<file path="src/hw/rtl/rtt_hist_pkg.sv">
// Shared types, sizes and request codes for the RTT sample history tracker.
// Used by rtt_sample_history_tracker_top; depends on nothing.
package rtt_hist_pkg;

  // History ring geometry
  localparam int HIST_DEPTH = 16;
  localparam int IDX_W      = $clog2(HIST_DEPTH);
  localparam int CNT_W      = $clog2(HIST_DEPTH + 1);

  // Reset values
  localparam logic [15:0] MULT_RESET_CAP = 16'd64;
  localparam logic [15:0] MULT_ONE       = 16'd1;
  localparam logic [31:0] SEQ_INITIAL    = 32'd1;

  // Request codes carried in req_type
  localparam logic [2:0] REQ_SEND   = 3'd0;
  localparam logic [2:0] REQ_ACK    = 3'd1;
  localparam logic [2:0] REQ_DOUBLE = 3'd2;
  localparam logic [2:0] REQ_CLEAR  = 3'd3;
  localparam logic [2:0] REQ_RESET  = 3'd4;

  typedef struct packed {
    logic [2:0]  req_type;
    logic [31:0] seq_num;
    logic [31:0] seg_size;
    logic [31:0] ack_num;
    logic [63:0] now_time;
  } req_t;

  typedef struct packed {
    logic [63:0] rtt_sample;
    logic        sample_valid;
    logic [15:0] backoff_multiplier;
    logic        history_drop;
  } rsp_t;

  // One row of the history ring
  typedef struct packed {
    logic [31:0] start;
    logic [31:0] length;
    logic [63:0] sent_time;
    logic        retx;
  } entry_t;

  localparam int ENTRY_W = $bits(entry_t);

  // Advance a ring slot, wrapping at the depth
  function automatic logic [IDX_W-1:0] slot_inc(input logic [IDX_W-1:0] s);
    return (s == IDX_W'(HIST_DEPTH - 1)) ? '0 : s + 1'b1;
  endfunction

  // Slot at offset ofs from head; head + ofs stays below twice the depth
  function automatic logic [IDX_W-1:0] slot_add(input logic [IDX_W-1:0] head,
                                                input logic [CNT_W-1:0] ofs);
    logic [CNT_W:0] sum;
    sum = (CNT_W+1)'(head) + (CNT_W+1)'(ofs);
    if (sum >= (CNT_W+1)'(HIST_DEPTH)) begin
      sum = sum - (CNT_W+1)'(HIST_DEPTH);
    end
    return sum[IDX_W-1:0];
  endfunction

endpackage

</file>
<file path="src/hw/rtl/rtt_hist_ram.sv">
// Generic single-write, single-read RAM with registered read data.
// Holds the history ring rows; no package dependency.
module rtt_hist_ram #(
  parameter int WIDTH = 8,
  parameter int DEPTH = 16
) (
  input  logic                     clk,
  input  logic                     wr_en,
  input  logic [$clog2(DEPTH)-1:0] wr_addr,
  input  logic [WIDTH-1:0]         wr_data,
  input  logic [$clog2(DEPTH)-1:0] rd_addr,
  output logic [WIDTH-1:0]         rd_data
);

  logic [WIDTH-1:0] mem [DEPTH];

  // Write port and registered read port
  always_ff @(posedge clk) begin
    if (wr_en) begin
      mem[wr_addr] <= wr_data;
    end
    rd_data <= mem[rd_addr];
  end

endmodule

</file>
<file path="src/hw/rtl/rtt_sample_history_tracker_top.sv">
// RTT sample history tracker: ring of sent segments, Karn's rule sampling, backoff.
// Depends on rtt_hist_pkg and rtt_hist_ram.
//
// Usage:
//   req channel (req_valid/req_ready/req_data) takes one request: send, ack,
//   double multiplier, clear history or full reset. rsp channel
//   (rsp_valid/rsp_ready/rsp_data) returns exactly one result per request.
//   cfg channel (cfg_valid/cfg_ready/cfg_data) writes max_multiplier; it is
//   always ready and should be written only while the block is idle.
// Sequencing:
//   One request at a time. A new send, double, clear or reset raises rsp_valid
//   from the dispatch state; a retransmit or ack first walks n ring entries in
//   the scan state (retransmit search up to the covering entry, ack pops of fully
//   acked entries), at most HIST_DEPTH, and raises rsp_valid when the walk ends.
//   The walk reads one ring row per cycle from the history RAM. req_ready
//   returns in the cycle after the result is taken.
// Reset (rst, synchronous): ring empty, next expected sequence 1, multiplier 1,
//   max_multiplier 64. Ring rows are not cleared; only rows inside the fill
//   count are ever used.
// Stalls: a result waits in the output register while rsp_ready is low, and
//   no new request is accepted until it is taken.
module rtt_sample_history_tracker_top (
  input  logic               clk,
  input  logic               rst,
  input  logic               req_valid,
  output logic               req_ready,
  input  rtt_hist_pkg::req_t req_data,
  output logic               rsp_valid,
  input  logic               rsp_ready,
  output rtt_hist_pkg::rsp_t rsp_data,
  input  logic               cfg_valid,
  output logic               cfg_ready,
  input  logic [15:0]        cfg_data
);

  import rtt_hist_pkg::*;

  typedef enum logic [1:0] {
    ST_IDLE,
    ST_DISPATCH,
    ST_SCAN,
    ST_DONE
  } state_t;

  state_t             state;
  req_t               cur;
  logic [31:0]        req_end;
  logic [IDX_W-1:0]   head;
  logic [CNT_W-1:0]   fill;
  logic [31:0]        next_exp;
  logic [15:0]        mult;
  logic [15:0]        max_mult;
  logic [IDX_W-1:0]   rd_slot;
  logic [IDX_W-1:0]   cur_slot;
  logic [CNT_W-1:0]   scan_cnt;
  logic [63:0]        res_sample;
  logic               res_valid;
  logic               res_drop;

  logic               ram_wr_en;
  logic [IDX_W-1:0]   ram_wr_addr;
  entry_t             ram_wr_data;
  logic [ENTRY_W-1:0] ram_rd_data;

  entry_t             ent;
  logic [31:0]        ent_end;
  logic               ret_hit;
  logic               ret_ext;
  logic               ack_pop;
  logic               send_new;
  logic               hist_full;
  logic [IDX_W-1:0]   append_slot;
  logic [16:0]        mult_dbl;

  rtt_hist_ram #(
    .WIDTH (ENTRY_W),
    .DEPTH (HIST_DEPTH)
  ) u_hist_ram (
    .clk     (clk),
    .wr_en   (ram_wr_en),
    .wr_addr (ram_wr_addr),
    .wr_data (ram_wr_data),
    .rd_addr (rd_slot),
    .rd_data (ram_rd_data)
  );

  // Decode the row under inspection and the request
  assign ent         = entry_t'(ram_rd_data);
  assign ent_end     = ent.start + ent.length;
  assign ret_hit     = (cur.seq_num >= ent.start) && (cur.seq_num < ent_end);
  assign ret_ext     = req_end > next_exp;
  assign ack_pop     = ent_end <= cur.ack_num;
  assign send_new    = cur.seq_num == next_exp;
  assign hist_full   = fill == CNT_W'(HIST_DEPTH);
  assign append_slot = slot_add(head, fill);
  assign mult_dbl    = {mult, 1'b0};

  // Ring writes: append a new send, or mark a retransmitted row
  always_comb begin
    ram_wr_en   = 1'b0;
    ram_wr_addr = cur_slot;
    ram_wr_data = ent;
    if (state == ST_DISPATCH && cur.req_type == REQ_SEND && send_new && !hist_full) begin
      ram_wr_en             = 1'b1;
      ram_wr_addr           = append_slot;
      ram_wr_data.start     = cur.seq_num;
      ram_wr_data.length    = cur.seg_size;
      ram_wr_data.sent_time = cur.now_time;
      ram_wr_data.retx      = 1'b0;
    end else if (state == ST_SCAN && cur.req_type == REQ_SEND && ret_hit) begin
      ram_wr_en          = 1'b1;
      ram_wr_data.retx   = 1'b1;
      ram_wr_data.length = ret_ext ? (req_end - ent.start) : ent.length;
    end
  end

  // Sequencer, ring pointers and result register
  always_ff @(posedge clk) begin
    if (rst) begin
      state     <= ST_IDLE;
      head      <= '0;
      fill      <= '0;
      next_exp  <= SEQ_INITIAL;
      mult      <= MULT_ONE;
      max_mult  <= MULT_RESET_CAP;
      rsp_valid <= 1'b0;
    end else begin
      if (cfg_valid && cfg_ready) begin
        max_mult <= cfg_data;
      end
      case (state)
        ST_IDLE: begin
          // Aim the read port at the head so its row is ready after dispatch
          rd_slot  <= head;
          cur_slot <= head;
          scan_cnt <= '0;
          if (req_valid) begin
            cur        <= req_data;
            req_end    <= req_data.seq_num + req_data.seg_size;
            res_sample <= '0;
            res_valid  <= 1'b0;
            res_drop   <= 1'b0;
            state      <= ST_DISPATCH;
          end
        end
        ST_DISPATCH: begin
          rd_slot   <= slot_inc(rd_slot);
          state     <= ST_DONE;
          rsp_valid <= 1'b1;
          case (cur.req_type)
            REQ_SEND: begin
              if (send_new) begin
                if (hist_full) begin
                  res_drop <= 1'b1;
                end else begin
                  fill <= fill + 1'b1;
                end
                next_exp <= req_end;
              end else if (fill != '0) begin
                state     <= ST_SCAN;
                rsp_valid <= 1'b0;
              end
            end
            REQ_ACK: begin
              if (fill != '0) begin
                state     <= ST_SCAN;
                rsp_valid <= 1'b0;
              end
            end
            REQ_DOUBLE: begin
              mult <= (mult_dbl < {1'b0, max_mult}) ? mult_dbl[15:0] : max_mult;
            end
            REQ_CLEAR: begin
              head     <= '0;
              fill     <= '0;
              next_exp <= SEQ_INITIAL;
            end
            REQ_RESET: begin
              head     <= '0;
              fill     <= '0;
              next_exp <= SEQ_INITIAL;
              mult     <= MULT_ONE;
            end
            default: begin
            end
          endcase
        end
        ST_SCAN: begin
          // Advance one row per cycle; the read port runs one row ahead
          rd_slot  <= slot_inc(rd_slot);
          cur_slot <= slot_inc(cur_slot);
          scan_cnt <= scan_cnt + 1'b1;
          if (cur.req_type == REQ_SEND) begin
            if (ret_hit) begin
              if (ret_ext) begin
                next_exp <= req_end;
              end
              state     <= ST_DONE;
              rsp_valid <= 1'b1;
            end else if (scan_cnt + 1'b1 == fill) begin
              state     <= ST_DONE;
              rsp_valid <= 1'b1;
            end
          end else begin
            // Take a sample only from a clean, fully acked head row
            if (scan_cnt == '0 && !ent.retx && ack_pop) begin
              res_sample <= cur.now_time - ent.sent_time;
              res_valid  <= 1'b1;
              mult       <= MULT_ONE;
            end
            if (ack_pop) begin
              head <= slot_inc(head);
              fill <= fill - 1'b1;
              if (fill == CNT_W'(1)) begin
                state     <= ST_DONE;
                rsp_valid <= 1'b1;
              end
            end else begin
              state     <= ST_DONE;
              rsp_valid <= 1'b1;
            end
          end
        end
        ST_DONE: begin
          if (rsp_ready) begin
            rsp_valid <= 1'b0;
            state     <= ST_IDLE;
          end
        end
        default: begin
          state <= ST_IDLE;
        end
      endcase
    end
  end

  assign req_ready = (state == ST_IDLE);
  assign cfg_ready = 1'b1;

  assign rsp_data.rtt_sample         = res_sample;
  assign rsp_data.sample_valid       = res_valid;
  assign rsp_data.backoff_multiplier = mult;
  assign rsp_data.history_drop       = res_drop;

  // A pending result blocks new requests
  a_no_accept_while_result: assert property (@(posedge clk) disable iff (rst)
    rsp_valid |-> !req_ready)
    else $error("request accepted while a result is pending");

  // Fill count never exceeds the ring depth
  a_fill_bound: assert property (@(posedge clk) disable iff (rst)
    fill <= CNT_W'(HIST_DEPTH))
    else $error("ring fill exceeds depth");

  // The walk only runs over a non-empty ring
  a_scan_nonempty: assert property (@(posedge clk) disable iff (rst)
    state == ST_SCAN |-> fill != '0)
    else $error("ring walk with empty history");

  // No sample means a zero sample field
  a_sample_zero: assert property (@(posedge clk) disable iff (rst)
    rsp_valid && !rsp_data.sample_valid |-> rsp_data.rtt_sample == '0)
    else $error("nonzero sample without sample_valid");

  // A sample and a drop never come from the same request
  a_sample_drop_excl: assert property (@(posedge clk) disable iff (rst)
    rsp_valid |-> !(rsp_data.sample_valid && rsp_data.history_drop))
    else $error("sample and drop flagged together");

endmodule
</file>
<file path="config.mk">
export PLATFORM = sky130hd
export DESIGN_NAME = rtt_sample_history_tracker_top
export DESIGN_NICKNAME = d
export VERILOG_FILES = /design/src/hw/rtl/rtt_hist_pkg.sv /design/src/hw/rtl/rtt_hist_ram.sv /design/src/hw/rtl/rtt_sample_history_tracker_top.sv
export SDC_FILE = /design/constraint.sdc
export NUM_CORES = 2
export LEC_CHECK = 0
export ABC_AREA = 1
export BUFFER_PORTS_ARGS = -buffer_cell sky130_fd_sc_hd__buf_2
export CELL_PAD_IN_SITES_DETAIL_PLACEMENT = 1
export CELL_PAD_IN_SITES_GLOBAL_PLACEMENT = 2
export CORE_MARGIN = 10
export CORE_UTILIZATION = 30
export DETAILED_ROUTE_END_ITERATION = 7
export PLACE_DENSITY_LB_ADDON = 0.1
export SETUP_SLACK_MARGIN = 0.15
export SLEW_MARGIN = 20
export SYNTH_ARGS = -nofsm -noshare
export SYNTH_HDL_FRONTEND = slang
export SYNTH_SLANG_ARGS = --single-unit
export TNS_END_PERCENT = 1
</file>
<file path="constraint.sdc">
create_clock -name clk -period 17.7 [get_ports clk]
set_clock_uncertainty 0.2 [all_clocks]
set_input_delay 0.885 -clock clk [delete_from_list [all_inputs] [get_ports clk]]
set_output_delay 0.885 -clock clk [all_outputs]
set_load 0.1 [all_outputs]
</file>
==> key figures <==
Status
  – Outcome: completed

Synthesis
  – Prevailing post-synth register cell: edfxtp_1
  – Synthesized flop and latch total: roughly 2500
  – Post-synth EDFFs: 2338
  – Synth area leader: edfxtp_1
  – Most numerous cell in the Yosys netlist: edfxtp_1
  – FFs w/ async S/R, synth: 0%
  – Register area share after synthesis: between 60% and 70%
  – Post-synthesis cell area: approximately 110000 sq um
  – Synth cell count leaders: edfxtp_1, nand2_1, nor2_1
  – Area contributors post-synth: edfxtp_1, nand2_1, o21ai_0, dfxtp_1, ha_1
  – Netlist cell types: around 60
  – Synth Area per Inst: between 10 and 15 sq um
  – Synth Net Count: a little over 10000
  – Top-area cell type share of the netlist area: a little under two thirds
  – Cells after Synth: slightly below 10000
  – Yosys warning total: 0

Finish
  – Area of the multi-input gates: ~32000 sq um
  – Layout fillers: slightly below 40000
  – Finished Layout Cells: roughly 15000
  – Register area: 74300 sq um
  – Fin util: 35.2%
  – Share of cells above drive strength 1: under 10%
  – P&R area growth vs syn: 16.9%
  – Final net count: 10600

Placed design
  – Port bufs: 267
  – Hpwl dp: roughly 270000 microns
  – Placed Cells: 14500
  – Post-place setup slack: approximately 9.6 ns
  – GPL Wtd Cong: approximately 0.85

GRT
  – Largest net degree at the start of global routing: 157
  – First-pass GRT wire length: 607000 microns
  – Vias in the first global route: 80800
  – Initial antenna violation count: 19
  – Total track usage: between 20% and 30%
  – Total grt overflow: 0

Run
  – Max Cap Viol: 0

Setup path
  – Crit path max-delay family: buffers and inverters
  – Reg2reg start: u_hist_ram.rd_data[97]
  – Crit path cell chain: ha_1 -> inv_1 -> fa_1 -> o31ai_1 -> nand3_1 -> nand3_1 -> nand3_1 -> o211ai_1 -> xor2_1 -> ha_1 -> nand2_1 -> nor2_1 -> nand4_1 -> a21oi_1 -> nor2_1 -> nand3_2 -> nor2_2 -> inv_2 -> nand2_1 -> nand3_1 -> nor2_4 -> buf_4 -> buf_4 -> buf_4
  – R2R Setup Slk: a little under 10 ns
  – Setup CP Type: register to register
  – Worst Path Required: roughly 18 ns
  – Buf/Inv on CP: 5
  – CP Capture Type: register
  – Arrival time at the worst endpoint: roughly 8.3 ns
  – Reg2Reg Depth: 24
  – Worst R2R End: u_hist_ram.mem[0][67]
  – Critical-path maximum fanout: between 50 and 60
  – Slowest cell on crit path: buf_4
  – Most common cell on crit path: nand3_1
  – Startpoint types: register
  – Crit-path max cell delay: around 0.9 ns

Die
  – Die Wd: between 600 and 700 microns
  – Die Area: 392000 sq um
  – Core box area: about 370000 sq um
  – Die height: approximately 630 microns
  – Core Rows: around 220
  – Boundary Pins: 269
  – Starting Density: 30.1%

Power
  – Clk pwr share: between 20% and 30%
  – Sw frac: 43.1%
  – Gate power share: ~40%
  – Total power density per cell area: approximately 190 nW/um^2
  – Sequential Power Share: between 30 and 40%
  – Peak supply drop: ~0.000093 V
  – P_int: approximately 0.014 W
  – Sw power: 0.0104 W
  – Leak: between 40 and 50 nW

CTS
  – Max Buffers Root-to-Sink: 4
  – H-tree depth: 5
  – Root Driver: clkbuf_16
  – Clk slew on worst S/H paths: 0.06 ns
  – Worst-Skew Late Latency: 0.93 ns
  – Clock sink count: approximately 2500
  – CTS tree: done
  – Post-CTS sizing: 0
  – CTS Buf Count: slightly above 300
  – Setup fix buffers added after clock tree synthesis: 0

Detailed routing
  – First-pass DRT Iterations: 6
  – Drt via density: between 5 and 6
  – Routed len/inst: 28.1 microns
  – Drt total wl: approximately 430000 microns
  – DR DRC count: 0
  – Total number of vias: approximately 78000
  – Routed Antenna Nets: 0
  – DRT iter0 DRCs: 5982

Min path
  – HP Class: input pin to register
  – Hold Path End: cur[136]
  – Hold Path Origin: req_data[136]
  – Hold Crit Depth: 1

STA
  – Tcrit/Tclk final: ~45%
  – Final setup vio count: 0
  – Slew HR: between 15 and 20%
  – Setup TNS: 0 ns
  – Slew Limit Fails: 0
  – RSZ-0062 raised after global routing: false
  – Minimum clock period: roughly 8.0 ns
  – Slew of the pin with the lowest slew margin: approximately 1.2 ns
  – Highest Clock Rate: 0.125 GHz
  – Final Hold Fails: 0
  – Final worst slack: around 9.7 ns
[flip-flops by register name (all words and copies together), names as in the netlist]
signal / flops
scan_cnt: 5
res_drop: 1
cur: 163
res_sample: 64
fill: 5
next_exp: 32
rd_slot: 4
u_hist_ram.rd_data: 129
cur_slot: 4
rsp_valid: 1
mult: 16
max_mult: 16
res_valid: 1
head: 4
state: 2
req_end: 32
u_hist_ram.mem: 2064
[placed cells by master, fill, tap and decap left out, drive strengths merged, types with 205 or more instances in the layout]
master and count:
nor2 975, nand3 355, inv 586, a21oi 687, edfxtp 2338, o21ai 993
clkbuf 386, nand2 1905, buf 457, dfxtp 205, ha 314
[cell families after synthesis]
logic type / Yosys count / synth area share [%]
XOR/XNOR: 122 / 0.970
AO/OA/AOI/OAI: 2214 / 11.4
buffers and inverters: 1049 / 3.77
flip-flops: 2543 / 67.5
adder cells (fa/ha/maj): 319 / 3.66
other: 1 / 0.00340
AND/OR/NAND/NOR: 3446 / 12.8
[per-stage QoR]
step | cell area [sq um] | power [W] | hold slack (ns)
after floorplan | 110000 | 0.0139 | 0.249
after global placement | 117000 | 0.0180 | 0.280
after detailed placement | 117000 | 0.0181 | 0.288
after CTS | 129000 | 0.0244 | 0.000865
after global routing | 129000 | 0.0256 | 0.0139
final | 129000 | 0.0242 | 0.0647
[power groups by stage]
stage | registers [W] | clock network [W] | logic, W
2_1_floorplan | 0.00852 | 0 | 0.00537
4_1_cts | 0.00801 | 0.00639 | 0.0100
3_3_place_gp | 0.00811 | 0 | 0.00991
5_1_grt | 0.00804 | 0.00661 | 0.0110
6_report | 0.00800 | 0.00622 | 0.00995
3_5_place_dp | 0.00813 | 0 | 0.00998
[what timing repair did]
action	4_1_cts	5_1_grt
hold endpoints to repair	147	0
hold buffers	149	0
endpoints found under the setup margin	0	0
[worst max-delay path by stage]
| stage | from | endpoint | slack [ns] | depth (start not counted) |
|---|---|---|---|---|
| 2_1_floorplan | rst | cur[0] | 7.09 | 5 |
| 3_5_place_dp | u_hist_ram.rd_data[97] | u_hist_ram.mem[2][111] | 9.64 | 24 |
| 5_1_grt | u_hist_ram.rd_data[97] | u_hist_ram.mem[0][67] | 9.20 | 24 |
| 3_3_place_gp | u_hist_ram.rd_data[97] | u_hist_ram.mem[0][104] | 9.71 | 24 |
| 6_report | u_hist_ram.rd_data[97] | u_hist_ram.mem[0][67] | 9.70 | 24 |
| 4_1_cts | u_hist_ram.rd_data[97] | u_hist_ram.mem[2][88] | 9.58 | 24 |
[area by class of cell]
cell class / count / share of cell area [%]
diodes: 10 / 0.0194
clock buffers: 386 / 6.45
clock inverters: 164 / 1.12
inverters: 571 / 1.71
multi-input cells: 6102 / 24.8
flip-flops and latches: 2543 / 57.7
well taps: 4816 / 4.68
repair buffers: 606 / 3.44
[routing by layer]
metal	track usage [%]	vias up	part of all wire [%]
met5	0	-	0
met4	3.72	0	1.7
met3	2.49	392	3.9
met2	34.4	1473	46
met1	30.3	40700	48
li1	-	35700	-
No activity file was read; power rests on OpenSTA's default activity.
